File: src/hdl/preemptive_priority_scheduler_macros.svh
// ----------------------------------------------------------------------------
// Assertion macros for the preemptive priority scheduler
// Clocked, reset-qualified property wrappers used by the top level.
// ----------------------------------------------------------------------------
`ifndef PREEMPTIVE_PRIORITY_SCHEDULER_MACROS_SVH
`define PREEMPTIVE_PRIORITY_SCHEDULER_MACROS_SVH

// antecedent implies consequent in the same cycle
`define PPS_ASSERT_NOW(lbl, ante, cons, msg) \
   lbl: assert property (@(posedge clock) disable iff (reset) (ante) |-> (cons)) \
      else $error(msg);

// antecedent implies consequent in the next cycle
`define PPS_ASSERT_NEXT(lbl, ante, cons, msg) \
   lbl: assert property (@(posedge clock) disable iff (reset) (ante) |=> (cons)) \
      else $error(msg);

`endif

File: src/hdl/pps_pkg.sv
// ----------------------------------------------------------------------------
// pps_pkg
// Types, constants and width helpers shared by the scheduler modules.
// ----------------------------------------------------------------------------
`timescale 1ns / 1ps

package pps_pkg;

   localparam int NUM_PROCS = 16;
   localparam int TIME_BITS = 16;
   localparam int IDX_BITS  = (NUM_PROCS > 1) ? $clog2(NUM_PROCS) : 1;
   localparam int TICK_BITS = 20;
   localparam int CNT_BITS  = 5;
   localparam int CMP_BITS  = (IDX_BITS + 1 > CNT_BITS) ? IDX_BITS + 1 : CNT_BITS;

   localparam logic [1:0] CMD_LOAD = 2'd0;
   localparam logic [1:0] CMD_TICK = 2'd1;
   localparam logic [1:0] CMD_READ = 2'd2;

   typedef struct packed {
      logic [1:0]  command;
      logic [3:0]  entry_index;
      logic [7:0]  priority_value;
      logic [15:0] run_time;
   } req_type;

   typedef struct packed {
      logic [3:0]  chosen_index;
      logic [15:0] time_left;
      logic        completed;
      logic [19:0] finish_tick;
      logic        all_done;
   } rsp_type;

   // best candidate so far, passed from cell to cell
   typedef struct packed {
      logic                 found;
      logic [7:0]           prio;
      logic [IDX_BITS-1:0]  index;
      logic [TIME_BITS-1:0] remain;
   } tok_type;

   // write broadcast to the cells
   typedef struct packed {
      logic                 wr_en;
      logic [IDX_BITS-1:0]  wr_index;
      logic                 prio_en;
      logic [7:0]           prio;
      logic [TIME_BITS-1:0] remain;
      logic                 fin_en;
      logic [TICK_BITS-1:0] finish;
   } cell_wr_type;

   function automatic logic [3:0] idx_to_field(logic [IDX_BITS-1:0] idx);
      logic [IDX_BITS+3:0] wide;
      wide = {4'd0, idx};
      return wide[3:0];
   endfunction

   function automatic logic [IDX_BITS-1:0] field_to_idx(logic [3:0] fld);
      logic [IDX_BITS+3:0] wide;
      wide = {{IDX_BITS{1'b0}}, fld};
      return wide[IDX_BITS-1:0];
   endfunction

   function automatic logic idx_in_range(logic [3:0] fld);
      return int'(fld) < NUM_PROCS;
   endfunction

   function automatic logic [15:0] time_to_field(logic [TIME_BITS-1:0] t);
      logic [TIME_BITS+15:0] wide;
      wide = {16'd0, t};
      return wide[15:0];
   endfunction

   function automatic logic [TIME_BITS-1:0] field_to_time(logic [15:0] fld);
      logic [TIME_BITS+15:0] wide;
      wide = {{TIME_BITS{1'b0}}, fld};
      return wide[TIME_BITS-1:0];
   endfunction

endpackage

File: src/hdl/pps_cell.sv
// ----------------------------------------------------------------------------
// pps_cell
// One table entry: priority, remaining time and finish time, plus one stage
// of the minimum-priority search that runs down the row of cells.
// ----------------------------------------------------------------------------
`timescale 1ns / 1ps

module pps_cell (
   input  logic                          clock,
   input  logic                          reset,
   input  logic [pps_pkg::IDX_BITS-1:0]  cell_index,
   input  logic [pps_pkg::CNT_BITS-1:0]  proc_count,
   input  pps_pkg::cell_wr_type          wr,
   input  pps_pkg::tok_type              tok_in,
   output pps_pkg::tok_type              tok_out,
   output logic [pps_pkg::TICK_BITS-1:0] finish_out
);
   import pps_pkg::*;

   logic [7:0]           prio_ff;
   logic [TIME_BITS-1:0] remain_ff;
   logic [TICK_BITS-1:0] finish_ff;
   tok_type              tok_ff;
   tok_type              tok_in_w;
   logic                 hit;
   logic                 active;
   logic                 take;

   assign hit    = wr.wr_en && (wr.wr_index == cell_index);
   assign active = (CMP_BITS'(cell_index) < CMP_BITS'(proc_count)) && (remain_ff != '0);
   // strict compare keeps the lower index on a tie
   assign take   = active && (!tok_in.found || (prio_ff < tok_in.prio));

   always_comb begin
      tok_in_w = tok_in;
      if (take) begin
         tok_in_w.found  = 1'b1;
         tok_in_w.prio   = prio_ff;
         tok_in_w.index  = cell_index;
         tok_in_w.remain = remain_ff;
      end
   end

   always_ff @(posedge clock) begin
      if (hit) begin
         remain_ff <= wr.remain;
         if (wr.prio_en) begin
            prio_ff <= wr.prio;
         end
      end
   end

   always_ff @(posedge clock) begin
      if (reset) begin
         finish_ff <= '0;
      end else if (hit && wr.fin_en) begin
         finish_ff <= wr.finish;
      end
   end

   // advance the search one cell per cycle
   always_ff @(posedge clock) begin
      if (reset) begin
         tok_ff <= '0;
      end else begin
         tok_ff <= tok_in_w;
      end
   end

   assign tok_out    = tok_ff;
   assign finish_out = finish_ff;

endmodule

File: src/hdl/preemptive_priority_scheduler.sv
// ----------------------------------------------------------------------------
// preemptive_priority_scheduler
// Static-priority scheduler over a row of process cells. Load and read items
// are handled straight from the idle state; a tick item runs the search for
// the smallest priority, which walks down the row of cells one entry per
// cycle before the chosen entry is updated. While a tick is in progress no
// new item is taken. A result waiting on a stalled output holds the block
// until it is taken. Reset clears finish times and the tick counter; load
// every entry in use before the first tick.
// ----------------------------------------------------------------------------
`timescale 1ns / 1ps

module preemptive_priority_scheduler (
   input  logic             clock,
   input  logic             reset,
   input  logic             req_valid,
   output logic             req_stall,
   input  pps_pkg::req_type req_data,
   output logic             rsp_valid,
   input  logic             rsp_stall,
   output pps_pkg::rsp_type rsp_data,
   input  logic             csr_valid,
   output logic             csr_ready,
   input  logic [4:0]       csr_data
);
   import pps_pkg::*;

   `include "preemptive_priority_scheduler_macros.svh"

   localparam logic [1:0] ST_IDLE = 2'd0;
   localparam logic [1:0] ST_SCAN = 2'd1;
   localparam logic [1:0] ST_HOLD = 2'd2;

   logic [1:0]           state_ff, state_in;
   logic [IDX_BITS-1:0]  scan_cnt_ff, scan_cnt_in;
   logic [TICK_BITS-1:0] tick_ff, tick_in;
   logic [CNT_BITS-1:0]  proc_count_ff;
   rsp_type              hold_ff, hold_in;
   logic                 rsp_valid_ff, rsp_valid_in;
   rsp_type              rsp_data_ff, rsp_data_in;

   tok_type              tok_w [NUM_PROCS+1];
   logic [TICK_BITS-1:0] finish_arr [NUM_PROCS];
   cell_wr_type          wr;
   rsp_type              res;
   logic                 res_en;
   logic                 out_free;
   logic [TIME_BITS-1:0] new_rem;
   logic [TICK_BITS-1:0] tick_next;
   logic [IDX_BITS-1:0]  rd_sel;
   tok_type              last_tok;

   assign tok_w[0] = '0;

   genvar gi;
   generate
      for (gi = 0; gi < NUM_PROCS; gi++) begin : g_cell
         pps_cell u_cell (
            .clock      (clock),
            .reset      (reset),
            .cell_index (IDX_BITS'(gi)),
            .proc_count (proc_count_ff),
            .wr         (wr),
            .tok_in     (tok_w[gi]),
            .tok_out    (tok_w[gi+1]),
            .finish_out (finish_arr[gi])
         );
      end
   endgenerate

   assign last_tok  = tok_w[NUM_PROCS];
   assign new_rem   = last_tok.remain - TIME_BITS'(1);
   assign tick_next = tick_ff + TICK_BITS'(1);
   assign rd_sel    = field_to_idx(req_data.entry_index);
   assign out_free  = !rsp_valid_ff || !rsp_stall;

   assign req_stall = (state_ff != ST_IDLE);
   assign csr_ready = 1'b1;
   assign rsp_valid = rsp_valid_ff;
   assign rsp_data  = rsp_data_ff;

   always_comb begin
      state_in     = state_ff;
      scan_cnt_in  = scan_cnt_ff;
      tick_in      = tick_ff;
      hold_in      = hold_ff;
      rsp_valid_in = rsp_valid_ff && rsp_stall;
      rsp_data_in  = rsp_data_ff;
      wr           = '0;
      res          = '0;
      res_en       = 1'b0;

      unique case (state_ff)
         ST_IDLE: begin
            if (req_valid) begin
               unique case (req_data.command)
                  CMD_LOAD: begin
                     if (idx_in_range(req_data.entry_index)) begin
                        wr.wr_en    = 1'b1;
                        wr.wr_index = rd_sel;
                        wr.prio_en  = 1'b1;
                        wr.prio     = req_data.priority_value;
                        wr.remain   = field_to_time(req_data.run_time);
                        wr.fin_en   = 1'b1;
                        wr.finish   = '0;
                     end
                  end
                  CMD_TICK: begin
                     state_in    = ST_SCAN;
                     scan_cnt_in = '0;
                  end
                  CMD_READ: begin
                     res.chosen_index = req_data.entry_index;
                     res.finish_tick  = idx_in_range(req_data.entry_index) ?
                                        finish_arr[rd_sel] : '0;
                     res_en = 1'b1;
                  end
                  default: begin
                  end
               endcase
            end
         end
         ST_SCAN: begin
            if (scan_cnt_ff == IDX_BITS'(NUM_PROCS - 1)) begin
               state_in = ST_IDLE;
               res_en   = 1'b1;
               if (last_tok.found) begin
                  wr.wr_en         = 1'b1;
                  wr.wr_index      = last_tok.index;
                  wr.remain        = new_rem;
                  wr.fin_en        = (new_rem == '0);
                  wr.finish        = tick_next;
                  tick_in          = tick_next;
                  res.chosen_index = idx_to_field(last_tok.index);
                  res.time_left    = time_to_field(new_rem);
                  res.completed    = (new_rem == '0);
                  res.finish_tick  = (new_rem == '0) ? tick_next : '0;
               end else begin
                  res.all_done = 1'b1;
               end
            end else begin
               scan_cnt_in = scan_cnt_ff + IDX_BITS'(1);
            end
         end
         ST_HOLD: begin
            if (out_free) begin
               rsp_data_in  = hold_ff;
               rsp_valid_in = 1'b1;
               state_in     = ST_IDLE;
            end
         end
         default: begin
            state_in = ST_IDLE;
         end
      endcase

      // park the result when the output register is still occupied
      if (res_en) begin
         if (out_free) begin
            rsp_data_in  = res;
            rsp_valid_in = 1'b1;
         end else begin
            hold_in  = res;
            state_in = ST_HOLD;
         end
      end
   end

   always_ff @(posedge clock) begin
      if (reset) begin
         state_ff      <= ST_IDLE;
         scan_cnt_ff   <= '0;
         tick_ff       <= '0;
         rsp_valid_ff  <= 1'b0;
         proc_count_ff <= CNT_BITS'(1);
      end else begin
         state_ff     <= state_in;
         scan_cnt_ff  <= scan_cnt_in;
         tick_ff      <= tick_in;
         rsp_valid_ff <= rsp_valid_in;
         if (csr_valid && csr_ready) begin
            proc_count_ff <= csr_data;
         end
      end
   end

   always_ff @(posedge clock) begin
      hold_ff     <= hold_in;
      rsp_data_ff <= rsp_data_in;
   end

   `PPS_ASSERT_NEXT(a_tick_starts_scan,
      req_valid && !req_stall && (req_data.command == CMD_TICK),
      (state_ff == ST_SCAN) && (scan_cnt_ff == '0), "tick item did not start a scan")
   `PPS_ASSERT_NEXT(a_counter_quiet_in_scan,
      (state_ff == ST_SCAN) && (scan_cnt_ff != IDX_BITS'(NUM_PROCS - 1)),
      $stable(tick_ff), "tick counter moved during a scan")
   `PPS_ASSERT_NOW(a_hold_needs_busy_output, state_ff == ST_HOLD, rsp_valid_ff,
      "result parked while output register is empty")
   `PPS_ASSERT_NEXT(a_stalled_result_kept, rsp_valid_ff && rsp_stall,
      rsp_valid_ff && $stable(rsp_data_ff), "stalled result was overwritten")

endmodule
File: config.mk
export PLATFORM = sky130hd
export DESIGN_NAME = preemptive_priority_scheduler
export DESIGN_NICKNAME = d
export VERILOG_FILES = /design/src/hdl/pps_pkg.sv /design/src/hdl/pps_cell.sv /design/src/hdl/preemptive_priority_scheduler.sv
export VERILOG_INCLUDE_DIRS = /design/src /design/src/hdl
export SDC_FILE = /design/constraint.sdc
export NUM_CORES = 2
export LEC_CHECK = 0
export BUFFER_PORTS_ARGS = -buffer_cell sky130_fd_sc_hd__clkbuf_2
export CAP_MARGIN = 25
export CORE_AREA = 2 2 227 453
export DETAILED_ROUTE_END_ITERATION = 8
export DIE_AREA = 0 0 229 455
export PLACE_DENSITY = 0.68
export SLEW_MARGIN = 0
export SYNTH_ARGS = -nofsm -noshare
export SYNTH_HDL_FRONTEND = slang
export SYNTH_SLANG_ARGS = --single-unit
File: constraint.sdc
create_clock -name clock -period 3.8 [get_ports clock]
set_input_delay 0.38 -clock clock [delete_from_list [all_inputs] [get_ports clock]]
set_output_delay 0.38 -clock clock [all_outputs]
set_load 0.02 [all_outputs]
# Word-level counts from Yosys, hierarchy flattened
# Index checks and enable logic that the tools add are counted.
[word_totals]
register_bits = 1276
output_inout_bits = 45
[op_classes]
n_addsub = 3
order_cmp = 32
eq_ne = 23
mux = 63
bitwise_logic = 3
reduce_logical = 153
[ops]
columns = ["op", "n"]
rows = [
  ["29-bit 2-to-1 mux", 16],
  ["16-bit nonzero test", 16],
  ["42-bit 2-to-1 mux", 5],
  ["8-bit less-than comparator", 15],
  ["51-bit 2-to-1 mux", 2],
  ["20-bit 2-to-1 mux", 5],
  ["20-bit binary-select mux with 4-bit select", 1],
  ["37-bit 2-to-1 mux", 2],
  ["37-bit one-hot mux with 2 select lines", 1],
  ["1-bit logical AND", 64],
  ["41-bit 2-to-1 mux", 1],
  ["4-bit by 5-bit less-than comparator with 1-bit output, first input constant", 8],
  ["20-bit one-hot mux with 2 select lines", 1],
  ["4-bit equality test, second input constant", 9],
  ["2-bit AND reduction", 17],
  ["2-bit OR reduction", 15],
  ["20-bit by 1-bit adder with 20-bit output, second input constant", 1],
  ["3-bit by 5-bit less-than comparator with 1-bit output, first input constant", 4],
  ["4-bit 2-to-1 mux", 5],
  ["1-bit logical NOT", 17],
  ["17-bit 2-to-1 mux", 1],
  ["4-bit by 3-bit equality test with 1-bit output, second input constant", 4],
  ["16-bit logical NOT", 1],
  ["1-bit logical OR", 16],
  ["other kinds (26)", 50],
]

# Longest topological paths before layout
[depth]
ltp_word = 9
ltp_mapped = 11

# Cells and area by module
# Synthesis repeated with hierarchy kept, for this count alone.
[hier_totals]
cells_unflattened = 5057
hier_area_um2 = 58451.1
[modules_own_cells]
columns = ["module", "n_inst", "cells_per_inst", "area_per_inst_um2", "seq_area_each_um2"]
rows = [
  ["pps_cell", 16, 264, 3129.3, 1701.6],
  ["preemptive_priority_scheduler", 1, 833, 8383.0, 2742.6],
]

# Worst setup path after synthesis
# OpenSTA, ideal clock, no wires.
[synth_timing]
path_type = "register to register"
startpoint = "register state_ff[0]"
endpoint = "register hold_ff[0] (netlist bit) (enable)"
setup_ns = 0.442
t_arrival_ns = 3.305
t_required_ns = 3.358
setup_slack_ns = 0.054
path_stages_with_launch = 5
period_less_slack_ns = 3.746
path_cell_list = "dfxtp_1 -> or2_2 -> nor4b_1 -> a21oi_1 -> nor2_1"
[synth_via]
elab_chain_len = 3
elab_cells_between_ends = 4
cone_classes = "eq/ne (1); mux (1); reduce/logical (2)"
[synth_lines]
columns = ["item", "line_no", "text"]
rows = [
  ["start: declaration", "preemptive_priority_scheduler.sv:34", "logic [1:0] state_ff, state_in;"],
  ["start signal: assignment", "preemptive_priority_scheduler.sv:177", "state_ff <= state_in;"],
  ["2-bit by 1-bit equality test with 1-bit output / 2-bit logical NOT (equally long branches)", "preemptive_priority_scheduler.sv:93", "unique case (state_ff)"],
  ["1-bit one-hot mux with 2 select lines *", "preemptive_priority_scheduler.sv:93", ""],
  ["2-bit AND reduction (no source line) *", "-", ""],
  ["end signal: assignment", "preemptive_priority_scheduler.sv:188", "hold_ff <= hold_in;"],
  ["end: declaration", "preemptive_priority_scheduler.sv:38", "rsp_type hold_ff, hold_in;"],
]
# Mark *: on every way between the ends. The rest lies on a longest branch, timed or not.
# A chain may end at the register's enable or synchronous reset.

# Worst setup path in the final report
[layout_timing]
startpoint = "register g_cell[15].u_cell.tok_ff (netlist bit g_cell[15].u_cell.tok_out[3])"
endpoint = "register g_cell[5].u_cell.finish_ff[14]"
[layout_via]
elab_chain_len = 6
[layout_lines]
columns = ["item", "line_no", "text"]
rows = [
  ["start: declaration", "pps_cell.sv:23", "tok_type tok_ff;"],
  ["start signal: assignment", "pps_cell.sv:66", "tok_ff <= tok_in_w;"],
  ["16-bit by 1-bit subtractor with 16-bit output", "preemptive_priority_scheduler.sv:72", "assign new_rem = last_tok.remain - TIME_BITS'(1);"],
  ["16-bit logical NOT", "preemptive_priority_scheduler.sv:131", "wr.fin_en = (new_rem == '0);"],
  ["37-bit 2-to-1 mux", "preemptive_priority_scheduler.sv:127", "if (last_tok.found) begin"],
  ["37-bit 2-to-1 mux", "preemptive_priority_scheduler.sv:124", "if (scan_cnt_ff == IDX_BITS'(NUM_PROCS - 1)) begin"],
  ["37-bit one-hot mux with 2 select lines", "preemptive_priority_scheduler.sv:93", ""],
  ["1-bit logical AND", "pps_cell.sv:56", "end else if (hit && wr.fin_en) begin"],
  ["end signal: assignment", "pps_cell.sv:57", "finish_ff <= wr.finish;"],
  ["end: declaration", "pps_cell.sv:22", "logic [TICK_BITS-1:0] finish_ff;"],
]
# No other way between the ends.

==> flow_metrics.tcl <==
set metrics [dict create \
    final_cell_mix "835 x dfxtp_1, 697 x mux2i_1, 500 x nor2_1" \
    dr.pass1.iters 7 \
    numCtsBuffers 107 \
    postPlaceCellArea_um2 52940 \
    gp_congestion 0.8880 \
    nNetsFinal 4378 \
    post-route-period-util_pct 90.18 \
    min_from "req_data[29]" \
    fin_worst_skew_ns 0.02918 \
    clock.fmax_mhz 291.8 \
    yosys.area.top_type "dfxtp_1" \
    syn_area_per_cell_um2 12.07 \
    antenna_found_initial 1 \
    via_count 31260 \
    fin_crit_ns 3.427 \
    rsz0062_at_grt "false" \
    cts.sinks 1261 \
    cts_hold_buf 10 \
    min_to "state_ff[0]" \
    r2r-end "g_cell[5].u_cell.finish_out[14]" \
    maxCapViolCount 0 \
    synth_cells 4149 \
    io_buffers 83 \
    mostFrequentLayoutCell "dfxtp_1" \
    worstRegToRegCells 9 \
    slew-limit-headroom_pct 36.08 \
    grt_overflow_total 0 \
    start_util_pct 49.69 \
    post-route-drc-count 0 \
    wl_met2_um 71160 \
    drive_above_1_share_pct 13.07 \
    synth-main-ff-cell "dfxtp_1" \
    cts-resized-gates 0 \
    top_layer "met4" \
    clk_pin_slew_ns 0.06 \
    grt_usage_pct 24.68 \
    r2r_slack_ns 0.37 \
    worst_setup_path_end_kind "flop" \
    drt-met1-wl_um 45950 \
    core.rowCount 165 \
    fin_area_um2 56600 \
    core_um2 100700 \
    ys_top_cells_by_area "dfxtp_1 33%, edfxtp_1 26%, mux2i_1 14%" \
    wl_per_cell_um 22.85 \
    power.density_nw_per_um2 478.8 \
    tightest_slew_ns 0.9588 \
    die_x_um 229 \
    drt_iter0_drc 1804 \
    yosysWarningCount 0 \
    num_io_pins 85 \
    hold_slack_ns 0.1071 \
    totalWireLength_um 129300 \
    seq_area_frac_synth_pct 58.95 \
    final_core_util_pct 56.18 \
    clk_latency_ns 0.72 \
    syn_to_final_growth_pct 13.06 \
    vias_per_cell 5.522 \
    power.static_leakage_uw 0.02271 \
    setup_viol 0 \
    grt_pass1_vias 32580 \
    synth-edff-count 426 \
    drtAntennaViolNets 0 \
    die_area_um2 104200 \
    synth-seq-cells 1261 \
    tns_ns 0 \
    cts_root_buf "clkbuf_16" \
    hp-class "primary input to flop" \
    clock_path_buffers 3 \
    htreeDepth 3 \
    grt_max_degree 117 \
    peakVddDrop_mv 0.3562 \
    synth.net_count 4298 \
    post_cts_buffers 0 \
    die_y_um 455 \
    tritoncts "yes" \
    required_ns 4.44 \
    worstSetupPathType "flop to flop" \
    cp-start-kind "flop" \
    synthesis.area_um2 50060 \
    finalHoldViolations 0 \
    yosysTopAreaCellShare_pct 33.39 \
    grt_pass1_wl_um 194000 \
    dpl.hpwl_um 90860 \
    wl_met3_um 5036 \
    r2r-start "g_cell[15].u_cell.tok_out[3]" \
    async_reset_ff_share_pct 0 \
    slew_violations 0 \
    path_max_fanout 15 \
    outcome "finished clean" \
    crit_arrival_ns 4.07 \
    synth_cell_types 59 \
    hold_depth 4 \
]
-- sequential cells by signal (all words and copies together) (netlist names) --
register	cells
g_cell.u_cell.prio_ff	128
rsp_valid	1
proc_count_ff	5
tick_ff	20
hold_ff	42
state_ff	2
scan_cnt_ff	4
g_cell.u_cell.remain_ff	256
g_cell.u_cell.tok_out	441
g_cell.u_cell.finish_out	320
rsp_data	42
-- kinds of logic after synthesis --
family                   synth area share (%)
AO/OA/AOI/OAI                           3.919
XOR/XNOR                               0.5074
adder cells (fa/ha/maj)                 2.724
buffers and inverters                   3.084
flip-flops                              58.95
multiplexers                            18.44
other                                0.007491
AND/OR/NAND/NOR                         12.38
-- synth_stat cells, types with 21 or more instances --
master	number
edfxtp_1	426
ha_1	109
and3_1	36
a31oi_1	21
o21ai_0	101
nand3b_1	22
nand3_1	28
clkbuf_1	205
a21o_1	53
nor3_1	33
nand2_1	119
mux2i_1	697
buf_1	38
nand2b_1	321
a21oi_1	61
inv_1	125
nor4_1	66
buf_2	31
nor2_1	501
and2_1	27
mux4_2	100
or2_2	21
dfxtp_1	835
-- metrics by stage --
step	worst slack, ns	instances	total power, µW
CTS	0.3673	5658	27280
global placement	0.3285	5443	16200
finish	0.3730	5661	27100
global route	0.2360	5659	27860
detailed placement	0.3856	5446	16210
floorplan	0.05363	4149	15620
-- power by group --
| part | switching, µW | internal (µW) |
|---|---|---|
| clock network | 5020 | 6160 |
| registers | 152 | 14200 |
| logic | 983 | 637 |
| total | 6150 | 20900 |
-- worst max-delay path by stage --
| stage | start | endpoint | slack, ns | cells past startpoint |
|---|---|---|---|---|
| after floorplan | state_ff[0] | hold_ff[0] | 0.05 | 4 |
| after global placement | g_cell[15].u_cell.tok_out[3] | g_cell[12].u_cell.finish_out[15] | 0.33 | 9 |
| after detailed placement | g_cell[15].u_cell.tok_out[3] | g_cell[5].u_cell.finish_out[14] | 0.39 | 9 |
| after CTS | g_cell[15].u_cell.tok_out[3] | g_cell[5].u_cell.finish_out[14] | 0.37 | 9 |
| after global routing | state_ff[0] | g_cell[3].u_cell.finish_out[11] | 0.24 | 8 |
| final | g_cell[15].u_cell.tok_out[3] | g_cell[5].u_cell.finish_out[14] | 0.37 | 9 |
-- routing by layer --
| metal | GRT usage [%] | vias to the layer above |
|---|---|---|
| met1 | 25.06 | 15470 |
| li1 | - | 14710 |
| met3 | 3.544 | 311 |
| met5 | 0 | - |
| met2 | 48.01 | 770 |
| met4 | 13.48 | 0 |
-- worst max-delay path, stage by stage (launching register included) --
cell and delay [ns]:
dfxtp_1 0.37, or4_1 0.61, or4_1 0.54, xor2_1 0.20
nand3_1 0.14, nor3_2 0.07, buf_12 0.16, o21ai_4 0.75
buf_4 0.32, mux2i_1 0.20
-- cell type report --
type,count,area (µm²)
fillers,8483,44150
flip-flops and latches,1261,29510
multi-input cells,2488,19520
clock buffers,136,2888
repair buffers,246,1877
well taps,1336,1672
clock inverters,66,659.4
inverters,125,469.2
diodes,3,7.507
Note: power is estimated with default switching activity, not from simulation.
